`config.mk`:
```
export PLATFORM = sky130hd
export DESIGN_NAME = climate_panel_button_fsm
export DESIGN_NICKNAME = d
export VERILOG_FILES = /design/src/rtl/core/cpbf_pkg.sv /design/src/rtl/core/cpbf_front.sv /design/src/rtl/core/cpbf_queue.sv /design/src/rtl/core/cpbf_back.sv /design/src/rtl/core/climate_panel_button_fsm.sv
export SDC_FILE = /design/constraint.sdc
export NUM_CORES = 1
export LEC_CHECK = 0
export BUFFER_PORTS_ARGS = -buffer_cell sky130_fd_sc_hd__buf_2
export CORE_UTILIZATION = 45
export DETAILED_ROUTE_END_ITERATION = 8
export PLACE_DENSITY = 0.76
export SYNTH_ARGS = -nofsm -noshare
export SYNTH_HDL_FRONTEND = slang
export SYNTH_SLANG_ARGS = --single-unit
export TNS_END_PERCENT = 30
```
`constraint.sdc`:
```
create_clock -name clk -period 9 [get_ports clk]
set_clock_uncertainty 0.1 [all_clocks]
set_input_delay 0 -clock clk [delete_from_list [all_inputs] [get_ports clk]]
set_output_delay 0 -clock clk [all_outputs]
set_load 0.01 [all_outputs]
```
`src/rtl/core/cpbf_pkg.sv`:
```
`timescale 1ns / 1ps
// Shared types and constants for the climate panel button block.
// No dependencies; every module of the block imports this package.
package cpbf_pkg;

  localparam int MAX_FAN_LEVEL = 8;
  localparam int FAN_W = 4;
  localparam int TEMP_W = 7;
  localparam int QUEUE_DEPTH = 2;
  localparam int QPTR_W = $clog2(QUEUE_DEPTH);
  localparam int QCNT_W = $clog2(QUEUE_DEPTH + 1);

  localparam logic [FAN_W-1:0] FAN_MAX = FAN_W'(MAX_FAN_LEVEL);
  localparam logic [FAN_W-1:0] FAN_MIN = FAN_W'(1);
  localparam logic [TEMP_W-1:0] TEMP_RESET = TEMP_W'(44);
  localparam logic [TEMP_W-1:0] TEMP_CEIL = TEMP_W'(127);

  // Unit state codes; codes 6 and 7 may be held but mean nothing.
  localparam logic [2:0] ST_OFF = 3'd0;
  localparam logic [2:0] ST_AUTO = 3'd1;
  localparam logic [2:0] ST_DEF = 3'd2;
  localparam logic [2:0] ST_SENSOR = 3'd3;
  localparam logic [2:0] ST_DIAG = 3'd4;
  localparam logic [2:0] ST_IGN_OFF = 3'd5;

  localparam logic [2:0] VENT_DEFROST = 3'd4;
  localparam logic [2:0] VENT_FACE = 3'd0;

  // Auto control enable bits.
  localparam int AF_INTAKE = 0;
  localparam int AF_MODE = 1;
  localparam int AF_BLOWER = 2;
  localparam int AF_AC = 3;

  typedef enum logic [3:0] {
    BTN_OFF = 4'd0,
    BTN_AUTO = 4'd1,
    BTN_DEFROST = 4'd2,
    BTN_AC = 4'd3,
    BTN_INTAKE = 4'd4,
    BTN_VENT = 4'd5,
    BTN_FAN_UP = 4'd6,
    BTN_FAN_DOWN = 4'd7,
    BTN_TEMP_UP = 4'd8,
    BTN_TEMP_DOWN = 4'd9,
    BTN_REAR = 4'd10,
    BTN_NONE = 4'd15
  } btn_t;

  typedef enum logic [1:0] {
    REG_FINE_LOW = 2'd0,
    REG_FINE_HIGH = 2'd1,
    REG_SP_TOP = 2'd2,
    REG_SP_BOTTOM = 2'd3
  } reg_idx_t;

  typedef struct packed {
    logic [TEMP_W-1:0] fine_band_low;
    logic [TEMP_W-1:0] fine_band_high;
    logic [TEMP_W-1:0] set_point_top;
    logic [TEMP_W-1:0] set_point_bottom;
  } cfg_t;

  // Push side of the command queue.
  typedef struct packed {
    logic push;
    btn_t cmd;
  } q_wr_t;

  // Pop side of the command queue.
  typedef struct packed {
    logic valid;
    btn_t cmd;
  } q_rd_t;

  // Panel status; first field in the highest bits, unit_state in the lowest.
  typedef struct packed {
    logic [3:0] auto_flags;
    logic mode_segment;
    logic rear_defrost_segment;
    logic rear_defrost_on;
    logic [TEMP_W-1:0] set_point_half;
    logic [2:0] vent_mode;
    logic recirc_on;
    logic [FAN_W-1:0] fan_level;
    logic ac_on;
    logic [2:0] unit_state;
  } status_t;

  localparam int STATUS_W = $bits(status_t);
  localparam int OUT_DATA_W = ((STATUS_W + 7) / 8) * 8;

endpackage

```
`src/rtl/core/cpbf_front.sv`:
```
`timescale 1ns / 1ps
// Front end: takes button items from the input stream and classifies them.
// Depends on cpbf_pkg.
module cpbf_front import cpbf_pkg::*; (
  input  logic       full,
  input  logic       s_tvalid,
  output logic       s_tready,
  input  logic [7:0] s_tdata,   // [3:0] button
  output q_wr_t      wr
);

  btn_t cmd;

  // Map raw codes to commands; unused codes become a no-op.
  always_comb begin
    unique case (s_tdata[3:0])
      4'd0:    cmd = BTN_OFF;
      4'd1:    cmd = BTN_AUTO;
      4'd2:    cmd = BTN_DEFROST;
      4'd3:    cmd = BTN_AC;
      4'd4:    cmd = BTN_INTAKE;
      4'd5:    cmd = BTN_VENT;
      4'd6:    cmd = BTN_FAN_UP;
      4'd7:    cmd = BTN_FAN_DOWN;
      4'd8:    cmd = BTN_TEMP_UP;
      4'd9:    cmd = BTN_TEMP_DOWN;
      4'd10:   cmd = BTN_REAR;
      default: cmd = BTN_NONE;
    endcase
  end

  assign s_tready = !full;
  assign wr.push = s_tvalid && !full;
  assign wr.cmd = cmd;

endmodule

```
`src/rtl/core/cpbf_queue.sv`:
```
`timescale 1ns / 1ps
// Short command queue between front end and back end.
// Depends on cpbf_pkg.
module cpbf_queue import cpbf_pkg::*; (
  input  logic  clk,
  input  logic  rst,
  input  q_wr_t wr,
  input  logic  pop,
  output q_rd_t rd,
  output logic  full
);

  btn_t              slots [QUEUE_DEPTH];
  logic [QPTR_W-1:0] wr_ptr;
  logic [QPTR_W-1:0] rd_ptr;
  logic [QCNT_W-1:0] count;
  logic              do_pop;

  assign do_pop = pop && (count != '0);
  assign full = (count == QCNT_W'(QUEUE_DEPTH));
  assign rd.valid = (count != '0);
  assign rd.cmd = slots[rd_ptr];

  always_ff @(posedge clk) begin
    if (wr.push) begin
      slots[wr_ptr] <= wr.cmd;
    end
  end

  always_ff @(posedge clk) begin
    if (rst) begin
      wr_ptr <= '0;
      rd_ptr <= '0;
      count <= '0;
    end else begin
      if (wr.push) begin
        wr_ptr <= (wr_ptr == QPTR_W'(QUEUE_DEPTH - 1)) ? '0 : wr_ptr + 1'b1;
      end
      if (do_pop) begin
        rd_ptr <= (rd_ptr == QPTR_W'(QUEUE_DEPTH - 1)) ? '0 : rd_ptr + 1'b1;
      end
      count <= count + QCNT_W'(wr.push) - QCNT_W'(do_pop);
    end
  end

endmodule

```
`src/rtl/core/cpbf_back.sv`:
```
`timescale 1ns / 1ps
// Back end: unless the output stalls, applies one command per cycle to the panel
// state and registers the resulting status for the output stream. Depends on cpbf_pkg.
module cpbf_back import cpbf_pkg::*; (
  input  logic    clk,
  input  logic    rst,
  input  cfg_t    cfg,
  input  q_rd_t   rd,
  output logic    pop,
  output logic    out_valid,
  input  logic    out_ready,
  output status_t status
);

  logic [2:0]        unit_mode, unit_mode_next;
  logic [2:0]        saved_mode, saved_mode_next;
  logic              ac, ac_next;
  logic [FAN_W-1:0]  fan, fan_next;
  logic              recirc, recirc_next;
  logic [2:0]        vent, vent_next;
  logic [TEMP_W-1:0] temp, temp_next;
  logic              rear, rear_next;
  logic              seg_rear, seg_rear_next;
  logic              seg_mode, seg_mode_next;
  logic [3:0]        auto_en, auto_en_next;

  logic              can_save, active, in_band;
  logic [TEMP_W:0]   temp_up;

  assign pop = rd.valid && (!out_valid || out_ready);
  assign can_save = (unit_mode != ST_OFF) && (unit_mode != ST_IGN_OFF);
  assign active = (unit_mode <= ST_SENSOR);
  assign in_band = (temp < cfg.fine_band_high) && (temp > cfg.fine_band_low);

  always_comb begin
    unit_mode_next = unit_mode;
    saved_mode_next = saved_mode;
    ac_next = ac;
    fan_next = fan;
    recirc_next = recirc;
    vent_next = vent;
    temp_next = temp;
    rear_next = rear;
    seg_rear_next = seg_rear;
    seg_mode_next = seg_mode;
    auto_en_next = auto_en;
    temp_up = '0;
    unique case (rd.cmd)
      BTN_OFF: begin
        if (unit_mode != ST_IGN_OFF) begin
          if (unit_mode != ST_OFF) begin
            if (can_save) saved_mode_next = unit_mode;
            unit_mode_next = ST_OFF;
          end
          seg_mode_next = 1'b0;
        end
        seg_rear_next = 1'b0;
      end
      BTN_AUTO: begin
        auto_en_next = 4'hF;
        seg_rear_next = 1'b1;
        if (active) begin
          if (can_save) saved_mode_next = unit_mode;
          unit_mode_next = ST_AUTO;
        end
      end
      BTN_DEFROST: begin
        seg_rear_next = 1'b1;
        if (unit_mode == ST_OFF || unit_mode == ST_AUTO || unit_mode == ST_SENSOR) begin
          // Entry from off saves nothing.
          if (can_save) saved_mode_next = unit_mode;
          unit_mode_next = ST_DEF;
          ac_next = 1'b1;
          fan_next = FAN_MAX;
          recirc_next = 1'b0;
          vent_next = VENT_DEFROST;
        end else if (unit_mode == ST_DEF) begin
          // Swap with the saved state.
          saved_mode_next = unit_mode;
          unit_mode_next = saved_mode;
        end
      end
      BTN_AC: begin
        auto_en_next[AF_AC] = 1'b0;
        seg_rear_next = 1'b1;
        if (unit_mode == ST_OFF) begin
          unit_mode_next = saved_mode;
          ac_next = 1'b1;
        end else if (active) begin
          ac_next = !ac;
          if (unit_mode == ST_AUTO) begin
            saved_mode_next = unit_mode;
            unit_mode_next = ST_SENSOR;
          end
        end
      end
      BTN_INTAKE: begin
        auto_en_next[AF_INTAKE] = 1'b0;
        seg_rear_next = 1'b1;
        if (active) begin
          recirc_next = !recirc;
          if (unit_mode == ST_AUTO) begin
            saved_mode_next = unit_mode;
            unit_mode_next = ST_SENSOR;
          end
        end
      end
      BTN_VENT: begin
        auto_en_next[AF_MODE] = 1'b0;
        seg_rear_next = 1'b1;
        if (active) begin
          if (vent < VENT_DEFROST) vent_next = vent + 3'd1;
          else if (vent == VENT_DEFROST) vent_next = VENT_FACE;
          if (unit_mode == ST_OFF) begin
            seg_mode_next = 1'b1;
          end else if (unit_mode == ST_AUTO || unit_mode == ST_DEF) begin
            saved_mode_next = unit_mode;
            unit_mode_next = ST_SENSOR;
          end
        end
      end
      BTN_FAN_UP, BTN_FAN_DOWN: begin
        seg_rear_next = 1'b1;
        if (unit_mode == ST_OFF) begin
          fan_next = FAN_MIN;
          unit_mode_next = saved_mode;
        end else if (active) begin
          if (rd.cmd == BTN_FAN_UP) begin
            if (fan < FAN_MAX) fan_next = fan + 1'b1;
          end else begin
            if (fan > FAN_MIN) fan_next = fan - 1'b1;
          end
          if (unit_mode == ST_AUTO) begin
            saved_mode_next = unit_mode;
            unit_mode_next = ST_SENSOR;
          end
          auto_en_next[AF_BLOWER] = 1'b0;
        end
      end
      BTN_TEMP_UP: begin
        if (unit_mode == ST_AUTO || unit_mode == ST_DEF || unit_mode == ST_SENSOR) begin
          if (in_band) temp_up = {1'b0, temp} + (TEMP_W+1)'(1);
          else if (temp < cfg.set_point_top) temp_up = {1'b0, temp} + (TEMP_W+1)'(2);
          else temp_up = {1'b0, temp};
          // Saturate at the top of the field.
          temp_next = temp_up[TEMP_W] ? TEMP_CEIL : temp_up[TEMP_W-1:0];
        end
      end
      BTN_TEMP_DOWN: begin
        if (unit_mode == ST_AUTO || unit_mode == ST_DEF || unit_mode == ST_SENSOR) begin
          if (in_band) begin
            temp_next = temp - 1'b1;
          end else if (temp > cfg.set_point_bottom) begin
            temp_next = (temp >= TEMP_W'(2)) ? temp - TEMP_W'(2) : '0;
          end
        end
      end
      BTN_REAR: begin
        seg_rear_next = 1'b1;
        if (active) rear_next = !rear;
      end
      default: begin
      end
    endcase
  end

  always_ff @(posedge clk) begin
    if (rst) begin
      unit_mode <= ST_OFF;
      saved_mode <= ST_OFF;
      ac <= 1'b0;
      fan <= FAN_MIN;
      recirc <= 1'b0;
      vent <= VENT_FACE;
      temp <= TEMP_RESET;
      rear <= 1'b0;
      seg_rear <= 1'b0;
      seg_mode <= 1'b0;
      auto_en <= 4'hF;
      out_valid <= 1'b0;
    end else begin
      if (pop) begin
        unit_mode <= unit_mode_next;
        saved_mode <= saved_mode_next;
        ac <= ac_next;
        fan <= fan_next;
        recirc <= recirc_next;
        vent <= vent_next;
        temp <= temp_next;
        rear <= rear_next;
        seg_rear <= seg_rear_next;
        seg_mode <= seg_mode_next;
        auto_en <= auto_en_next;
        out_valid <= 1'b1;
      end else if (out_ready) begin
        out_valid <= 1'b0;
      end
    end
  end

  always_ff @(posedge clk) begin
    if (pop) begin
      status.unit_state <= unit_mode_next;
      status.ac_on <= ac_next;
      status.fan_level <= fan_next;
      status.recirc_on <= recirc_next;
      status.vent_mode <= vent_next;
      status.set_point_half <= temp_next;
      status.rear_defrost_on <= rear_next;
      status.rear_defrost_segment <= seg_rear_next;
      status.mode_segment <= seg_mode_next;
      status.auto_flags <= auto_en_next;
    end
  end

endmodule

```
`src/rtl/core/climate_panel_button_fsm.sv`:
```
`timescale 1ns / 1ps
// Top level of the climate panel button block: APB register file, front end,
// command queue and back end. Depends on cpbf_pkg and the cpbf_* modules.
//
// Each accepted button item yields exactly one panel status item. The block
// sustains one item per clock: the front end accepts a button whenever the
// two-entry command queue has room, and the back end applies one queued
// command per cycle into a registered status output; an item passes through a
// queue slot and then the status register before its status is valid on
// m_tdata. Stalls on the output fill the queue, after which s_tready drops.
// Registers are written through the APB port and should be changed only
// while no item is in flight.
module climate_panel_button_fsm import cpbf_pkg::*; (
  input  logic        clk,
  input  logic        rst,
  // Button stream
  input  logic        s_tvalid,
  output logic        s_tready,
  input  logic [7:0]  s_tdata,   // [3:0] button
  // Status stream
  output logic        m_tvalid,
  input  logic        m_tready,
  output logic [OUT_DATA_W-1:0] m_tdata,
  // [2:0] unit_state, [3] ac_on, [7:4] fan_level, [8] recirc_on,
  // [11:9] vent_mode, [18:12] set_point_half, [19] rear_defrost_on,
  // [20] rear_defrost_segment, [21] mode_segment, [25:22] auto_flags
  // Register port
  input  logic        psel,
  input  logic        penable,
  input  logic        pwrite,
  input  logic [3:0]  paddr,
  input  logic [31:0] pwdata,
  output logic [31:0] prdata,
  output logic        pready
);

  cfg_t     cfg;
  reg_idx_t reg_idx;
  logic     reg_wr;
  q_wr_t    q_wr;
  q_rd_t    q_rd;
  logic     q_full;
  logic     q_pop;
  status_t  status;

  // Register file: word addressed, upper address bits pick the register.
  assign pready = 1'b1;
  assign reg_idx = reg_idx_t'(paddr[3:2]);
  assign reg_wr = psel && penable && pwrite && pready;

  always_ff @(posedge clk) begin
    if (rst) begin
      cfg.fine_band_low <= TEMP_W'(40);
      cfg.fine_band_high <= TEMP_W'(52);
      cfg.set_point_top <= TEMP_W'(65);
      cfg.set_point_bottom <= TEMP_W'(27);
    end else if (reg_wr) begin
      unique case (reg_idx)
        REG_FINE_LOW:  cfg.fine_band_low <= pwdata[TEMP_W-1:0];
        REG_FINE_HIGH: cfg.fine_band_high <= pwdata[TEMP_W-1:0];
        REG_SP_TOP:    cfg.set_point_top <= pwdata[TEMP_W-1:0];
        REG_SP_BOTTOM: cfg.set_point_bottom <= pwdata[TEMP_W-1:0];
        default: begin
        end
      endcase
    end
  end

  // Read back the addressed register, zero extended.
  always_comb begin
    unique case (reg_idx)
      REG_FINE_LOW:  prdata = {{(32-TEMP_W){1'b0}}, cfg.fine_band_low};
      REG_FINE_HIGH: prdata = {{(32-TEMP_W){1'b0}}, cfg.fine_band_high};
      REG_SP_TOP:    prdata = {{(32-TEMP_W){1'b0}}, cfg.set_point_top};
      REG_SP_BOTTOM: prdata = {{(32-TEMP_W){1'b0}}, cfg.set_point_bottom};
      default:       prdata = '0;
    endcase
  end

  // Classify incoming buttons and push them into the queue.
  cpbf_front u_front (
    .full     (q_full),
    .s_tvalid (s_tvalid),
    .s_tready (s_tready),
    .s_tdata  (s_tdata),
    .wr       (q_wr)
  );

  // Decouple acceptance from execution.
  cpbf_queue u_queue (
    .clk  (clk),
    .rst  (rst),
    .wr   (q_wr),
    .pop  (q_pop),
    .rd   (q_rd),
    .full (q_full)
  );

  // Apply commands and hold the status until it is taken.
  cpbf_back u_back (
    .clk       (clk),
    .rst       (rst),
    .cfg       (cfg),
    .rd        (q_rd),
    .pop       (q_pop),
    .out_valid (m_tvalid),
    .out_ready (m_tready),
    .status    (status)
  );

  assign m_tdata = {{(OUT_DATA_W-STATUS_W){1'b0}}, status};

  // A command taken by the back end shows up as a valid status next cycle.
  a_pop_emits: assert property (@(posedge clk) disable iff (rst)
    q_pop |=> m_tvalid)
    else $error("popped command produced no status");

  // Input back-pressure only when the queue is really full.
  a_ready_full: assert property (@(posedge clk) disable iff (rst)
    !s_tready |-> (q_full && q_rd.valid))
    else $error("input stalled with room in the queue");

  // Buttons never drive the unit into diag or ignition-off.
  a_state_range: assert property (@(posedge clk) disable iff (rst)
    m_tvalid |-> (status.unit_state != ST_DIAG && status.unit_state != ST_IGN_OFF))
    else $error("unit state entered diag or ignition-off");

  // Blower level stays inside its range.
  a_fan_range: assert property (@(posedge clk) disable iff (rst)
    m_tvalid |-> (status.fan_level >= FAN_MIN && status.fan_level <= FAN_MAX))
    else $error("fan level out of range");

endmodule

```
==> key figures, run 1 <==
CTS
  – CTS Buf Count: 9
  – Clk slew on worst S/H paths: 70 ps
  – H-tree Lvls: 3
  – CTS root buf: clkbuf_16
  – Cts repair resizes: 0
  – Buffer depth of the longest clock path: 2
  – CTS Sinks: 97
  – CTS tree: built
  – Post-CTS Hold Fix Bufs: 14
  – Post-CTS Setup Bufs: 0
  – Worst-skew pair later-pin latency: 360 ps

GRT
  – All-Layer GR Usage: 21.1%
  – Vias in the first global route: 4813
  – Largest net degree at the start of global routing: 60
  – Initial antenna violation count: 0
  – Grt total ovfl: 0
  – First-pass GRT wire length: 23.9 mm

Critical path
  – R2R setup slack: 5460 ps
  – CP required: 9070 ps
  – Crit Path Category: flop to flop
  – Crit Path Max Fanout: 15
  – CP Capture Type: flop
  – Critical Path Start Type: flop
  – Crit path arrival time: 3610 ps

Pwr
  – Cell Pwr Density: 256 mW/mm2
  – P_leak: 2.91 nW
  – Clk network pwr share: 22.1%
  – Sw Share: 39.6%
  – NetSw: 702 uW
  – Internal: 1.07 mW
  – Seq pwr share: 37.1%
  – Gate power share: 40.8%
  – VDD IR max: 0.000215 V

Placement
  – Placed Cells incl. Taps: 916
  – RePlAce Congestion: 0.917
  – Hpwl dp: 10.1 mm
  – Port Buf Inserts: 54

Logic synthesis
  – Count of different cell masters after synthesis: 69
  – Flops & latches, synth: 97
  – Top_reg_cell synth: dfxtp_1
  – Synth Warn #: 0
  – Synthesized cell area: 0.00625 mm2
  – Number of synthesized flops with an enable pin: 34
  – Part of the Yosys area used for sequential elements: 36.5%
  – FFs w/ async S/R, synth: 0%
  – Syn Inst Count: 715
  – Mean Syn Cell Area: 8.74 um2

Routing
  – Residual DRC: 0
  – Initial DRC count: 350
  – Wirelength per Cell: 15.4 um
  – TritonRoute pass-1 iters: 6
  – Antenna Nets Post-Route: 0
  – Drt total wl: 14.6 mm
  – Via count of the routed design: 5325
  – Vias per cell: 5.63

Die
  – Die Ht: 120 um
  – I/O Pins: 118
  – Die area: 0.0144 mm2
  – Chip Width: 120 um
  – Initial cell density of the core: 46.6%
  – Rows: 42
  – Core area: 0.0134 mm2

Flow run
  – Max_cap viols: 0

Cells and area
  – Storage element area: 0.00228 mm2
  – # diodes: 0
  – NumNets Final: 855
  – Final std cells w/o fill: 946
  – Multi-input logic area: 0.00352 mm2
  – Area grow syn2layout: 11.1%
  – Fill cells: 1229
  – Share of layout cells above drive strength 1: 13.4%

Timing
  – Max Transition Viols Final: 0
  – Final setup viols: 0
  – Worst slew pin tran: 895 ps
  – Final Hold Viols: 0
  – Max-slew headroom: 40.3%
  – Highest clock rate: 282 MHz
  – Setup TNS: 0 ps
  – Crit share post-route: 39.3%
  – RSZ-0062 raised after global routing: no
  – Tmin final: 3540 ps

Run status
  – Run status: completed

Hold path
  – Hold Crit Class: input port to flop
-- worst paths after layout --
kind                                           to  cells past startpoint             from
worst max-delay path            u_back.status[18]                      9   u_back.temp[2]
worst min-delay path                      cfg[12]                      2              rst
worst max register to register  u_back.status[18]                      9   u_back.temp[2]
worst min register to register    u_back.seg_rear                      2  u_back.seg_rear
-- power groups by stage --
stage,clock [mW],combinational (mW),sequential (mW)
finish,0.392,0.725,0.658
global route,0.420,0.807,0.673
CTS,0.401,0.720,0.658
detailed placement,0,0.708,0.667
global placement,0,0.698,0.665
floorplan,0,0.551,0.655
-- cells by family after synthesis --
kind of cell,count (synthesis),share of synthesized area [%]
AOI/OAI and AO/OA,165,17.7
adders and majority gates,39,7.81
other,2,0.120
buffers and inverters,109,8.97
and+or+nand+nor,246,18.4
xor gates and xnor gates,8,1.12
muxes,49,9.45
DFF,97,36.5
-- Yosys cell counts, types with 6 or more instances --
library cell  count  area, um2
nand2_1          82        308
o211ai_1          9       67.6
nand4_1           8       50.1
nand2b_1          7       43.8
o31ai_1           6       45.0
mux4_2            7        158
nor3_1           19       95.1
dfxtp_1          63       1260
a31oi_1           7       43.8
inv_1            43        161
a21oi_1          48        240
buf_4            33        248
nor2b_1           6       37.5
mux2i_1          35        350
o21ai_0          25        125
clkbuf_1         26       97.6
edfxtp_1         34       1020
mux2_2            6       67.6
a21o_1           14        105
ha_1             39        488
and2_1            6       37.5
nand3_1          31        155
nor2_1           60        225
a211oi_1         10       75.1
o21a_1            6       45.0
-- routing by layer --
metal	part of all wire, %	GRT usage [%]
met1	47	29.9
met2	44	31.0
met3	6.8	4.52
met4	2.3	8.59
met5	0	0
-- cells in the final DEF (no fill, tap or decap), types with 10 or more instances in the layout --
master         instances
a21oi_1               48
dlygate4sd3_1         14
nor3_1                19
edfxtp_1              34
ha_1                  39
o21ai_0               25
mux2i_1               35
nand3_1               31
dfxtp_1               63
inv_1                 42
conb_1                32
buf_2                 54
a211oi_1              10
a21o_1                14
nor2_1                60
nand2_1               82
-- layout make-up --
cell class / count / area share (%)
clock inverter: 4 / 0.739
sequential: 97 / 32.9
inverter: 43 / 2.32
tap: 176 / 3.17
clock buffer: 12 / 3.55
multi-input combinational: 539 / 50.7
timing repair buffer: 75 / 6.67
-- through the flow --
step           power, mW  hold WS [ps]  instance area (um2)  util [%]  setup WS [ps]
4_1_cts             1.78           142                 6950      51.8           5540
3_3_place_gp        1.36           147                 6510      48.6           5610
6_report            1.77           151                 6950      51.8           5460
2_1_floorplan       1.21         -1.13                 6360         -           5870
3_5_place_dp        1.38           148                 6510      48.6           5610
5_1_grt             1.90           184                 6950      51.8           5240
-- sequential cells by signal, indices dropped and copies added (netlist names), 2 cells and up, named ones only --
signal and cells:
cfg 28, u_back.status 26, u_queue.slots 8, u_back.temp 7, u_back.auto_en 4, u_back.fan 4, u_back.saved_mode 3, u_back.unit_mode 3
u_back.vent 3, u_queue.count 2
-- worst max-delay path: stages (launching register included) --
cell     delay (ps)
dfxtp_1         720
ha_1            370
a21oi_1         150
o21ai_0         140
a21oi_1         700
nand2_1         100
mux2_2          330
nor4b_1         150
a211o_1         330
a21oi_1         250
(Power assumes the default switching activity.)
==> inputs of run 2 (changes only) <==
--- a/config.mk
+++ b/config.mk
@@ -5,6 +5,7 @@
 export SDC_FILE = /design/constraint.sdc
 export NUM_CORES = 1
 export LEC_CHECK = 0
+export ABC_AREA = 1
 export BUFFER_PORTS_ARGS = -buffer_cell sky130_fd_sc_hd__buf_2
 export CORE_UTILIZATION = 45
 export DETAILED_ROUTE_END_ITERATION = 8
==> constraint.sdc (replaced) <==
create_clock -name clk -period 3.3 [get_ports clk]
set_clock_uncertainty 0.1 [all_clocks]
set_input_delay 0 -clock clk [delete_from_list [all_inputs] [get_ports clk]]
set_output_delay 0 -clock clk [all_outputs]
set_load 0.01 [all_outputs]
==> key figures, run 2 <==
Routing
  – Drt total wl: 16.1 mm (was 14.6 mm)
  – TritonRoute pass-1 iters: 5 (was 6)
  – Vias per cell: 5.15 (was 5.63)
  – Residual DRC: 0 (unchanged)
  – Antenna Nets Post-Route: 0 (unchanged)
  – Initial DRC count: 573 (was 350)
  – Wirelength per Cell: 13.8 um (was 15.4 um)
  – Via count of the routed design: 6044 (was 5325)

Logic synthesis
  – Mean Syn Cell Area: 7.07 um2 (was 8.74 um2)
  – Top_reg_cell synth: dfxtp_1 (unchanged)
  – Count of different cell masters after synthesis: 48 (was 69)
  – Syn Inst Count: 921 (was 715)
  – Commonest cells post-synth: 209 x nand2_1, 125 x inv_1, 95 x nor2_1 (was 82 x nand2_1, 63 x dfxtp_1, 60 x nor2_1)
  – Count leader, synth: nand2_1 (unchanged)
  – Number of synthesized flops with an enable pin: 34 (unchanged)
  – Largest area contributor in the netlist: dfxtp_1 (unchanged)
  – FFs w/ async S/R, synth: 0% (unchanged)
  – Top post-synthesis cells by area: dfxtp_1 19%, edfxtp_1 16%, nand2_1 12% (was dfxtp_1 20%, edfxtp_1 16%, ha_1 7.8%)
  – Part of the Yosys area used for sequential elements: 35.1% (was 36.5%)
  – Synthesized cell area: 0.00651 mm2 (was 0.00625 mm2)
  – Synth Warn #: 0 (unchanged)
  – Area fraction of the dominant cell type after synthesis: 19.4% (was 20.2%)
  – Flops & latches, synth: 97 (unchanged)

Cells and area
  – Area grow syn2layout: 12.5% (was 11.1%)
  – Top Registers: cfg: 28 flops, u_back.status: 26 flops, u_queue.slots: 8 flops (unchanged)
  – NumNets Final: 1078 (was 855)
  – Share of layout cells above drive strength 1: 12.1% (was 13.4%)
  – Most frequent cells in the layout: 209 x nand2_1, 125 x inv_1, 95 x nor2_1 (was 82 x nand2_1, 63 x dfxtp_1, 60 x nor2_1)
  – # diodes: 0 (unchanged)
  – Commonest non-fill, non-tap cell in the layout: nand2_1 (unchanged)
  – Largest Register: cfg (unchanged)
  – Max reg flops: 28 (unchanged)
  – Fill cells: 1377 (was 1229)
  – Final std cells w/o fill: 1173 (was 946)

Timing
  – Final Hold Viols: 0 (unchanged)
  – Tmin final: 2670 ps (was 3540 ps)
  – Max Transition Viols Final: 0 (unchanged)
  – RSZ-0062 raised after global routing: no (unchanged)
  – Setup TNS: 0 ps (unchanged)
  – Highest clock rate: 375 MHz (was 282 MHz)
  – Crit share post-route: 80.9% (was 39.3%)
  – Worst slew pin tran: 870 ps (was 895 ps)
  – Final setup viols: 0 (unchanged)
  – Max-slew headroom: 41.6% (was 40.3%)
  – Hold WS: 54.6 ps (was 151 ps)

Hold path
  – Hold Crit Depth: 5 (was 2)
  – Hold Crit Class: input port to flop (unchanged)
  – Hold Startpoint: penable (was rst)
  – Worst Hold Path EP: cfg[7] (was cfg[12])

GRT
  – First-pass GRT wire length: 25.9 mm (was 23.9 mm)
  – Initial antenna violation count: 0 (unchanged)
  – Grt total ovfl: 0 (unchanged)
  – Largest net degree at the start of global routing: 56 (was 60)
  – All-Layer GR Usage: 22.3% (was 21.1%)
  – Vias in the first global route: 5293 (was 4813)

Critical path
  – Crit Path Max Fanout: 9 (was 15)
  – Crit path arrival time: 2660 ps (was 3610 ps)
  – R2r startpoint: u_back.temp[0] (was u_back.temp[2])
  – CP Capture Type: flop (unchanged)
  – CP required: 3290 ps (was 9070 ps)
  – Critical Path Start Type: flop (unchanged)
  – Crit Path Category: flop to flop (unchanged)
  – Cells on worst reg2reg path: 12 (was 9)
  – R2R setup slack: 630 ps (was 5460 ps)
  – Reg2reg end: u_back.status[18] (unchanged)

Pwr
  – Cell Pwr Density: 950 mW/mm2 (was 256 mW/mm2)
  – Total power: 6.95 mW (was 1.77 mW)
  – VDD IR max: 0.000587 V (was 0.000215 V)
  – P_leak: 3.50 nW (was 2.91 nW)

CTS
  – CTS Buf Count: 9 (unchanged)
  – H-tree Lvls: 3 (unchanged)
  – Worst-skew pair later-pin latency: 350 ps (was 360 ps)
  – CTS tree: built (unchanged)
  – Clk slew on worst S/H paths: 70 ps (about the same)
  – CTS Sinks: 97 (unchanged)
  – CTS root buf: clkbuf_16 (unchanged)
  – Buffer depth of the longest clock path: 2 (unchanged)
  – Cts repair resizes: 0 (unchanged)

Placement
  – Hpwl dp: 11.6 mm (was 10.1 mm)
  – Placed Cells incl. Taps: 1141 (was 916)
  – Port Buf Inserts: 54 (unchanged)
  – RePlAce Congestion: 0.939 (was 0.917)

Die
  – I/O Pins: 118 (unchanged)
  – Core area: 0.0140 mm2 (was 0.0134 mm2)
  – Rows: 43 (was 42)
  – Initial cell density of the core: 46.5% (was 46.6%)
  – Die area: 0.0149 mm2 (was 0.0144 mm2)
  – Die Ht: 122 um (was 120 um)
  – Chip Width: 122 um (was 120 um)

Flow run
  – Max_cap viols: 0 (unchanged)

Run status
  – Run status: completed (unchanged)
## run 2: changes by cell type after synthesis, sizes merged, moves of 22 or more
| cell | delta |
|---|---|
| nand2 | +137 |
| inv | +89 |
| o21ai | +56 |
| nor2 | +47 |
| mux2i | -35 |
| a21oi | +22 |
## run 2: layout make-up
class / instances / area (um2) / share of cell area [%]
inverter: 134 / 505 / 6.91
clock buffer: 11 / 254 / 3.47
tap: 180 / 225 / 3.08
clock inverter: 5 / 35.0 / 0.479
sequential: 97 / 2280 / 31.2
timing repair buffer: 82 / 520 / 7.11
multi-input combinational: 664 / 3500 / 47.8
## run 2: logic make-up (layout without fill, tap and decap cells)
family	Yosys count	after routing	share of synthesized area, %
AO/OA/AOI/OAI	192	192	16.9
XOR/XNOR	16	16	2.15
adder cells (fa/ha/maj)	39	39	7.50
buffers and inverters	190	232	13.1
flip-flops	97	97	35.1
other	2	32	0.115
AND/OR/NAND/NOR	385	385	25.1
## run 2: worst max-delay path by stage
| stage | cells past startpoint | slack, ps | from | end |
|---|---|---|---|---|
| after floorplan | 11 | 340 | u_back.out_valid | u_queue.count[1] |
| after global placement | 12 | 720 | u_back.temp[0] | u_back.status[18] |
| after detailed placement | 11 | 710 | u_back.temp[3] | u_back.status[18] |
| after CTS | 11 | 680 | u_back.temp[3] | u_back.status[18] |
| after global routing | 16 | 380 | u_back.temp[0] | u_back.status[13] |
| final | 12 | 630 | u_back.temp[0] | u_back.status[18] |
## run 2: metal layers
layer / vias up / track usage (%) / wire length (um)
met4: 0 / 6.86 / 263
met3: 25 / 4.09 / 1140
li1: 3079 / - / -
met2: 241 / 35.0 / 7200
met1: 2699 / 30.8 / 7550
met5: - / 0 / 0
## run 2: what timing repair did
item | in CTS | in global routing
setup buffers | 0 | 0
hold endpoints to repair | 39 | 0
hold buffers | 16 | 0
## run 2: where the power goes
group | total [mW] | switching (mW) | leakage [nW] | internal, mW
combinational | 3.86 | 2.56 | 2.52 | 1.30
sequential | 2.06 | 0.335 | 0.838 | 1.73
clock | 1.03 | 0.468 | 0.138 | 0.559
total | 6.95 | 3.36 | 3.50 | 3.59
## run 2: stage by stage
step	util [%]	setup slack (ps)	area (um2)
floorplan	-	344	6620
global placement	49.1	717	6870
detailed placement	49.1	708	6870
CTS	52.3	684	7320
global route	52.3	376	7320
finish	52.3	630	7320
## run 2: critical path, cell delays in order (launching register included)
cell     delay, ps
dfxtp_1        560
inv_1          120
ha_1           290
inv_1           50
nor2_1          50
nand2_1         60
nand2_1         50
nor2_1         120
nand3_1        250
inv_1          290
nor2_1          80
o21ai_0        240
nand3_1        140
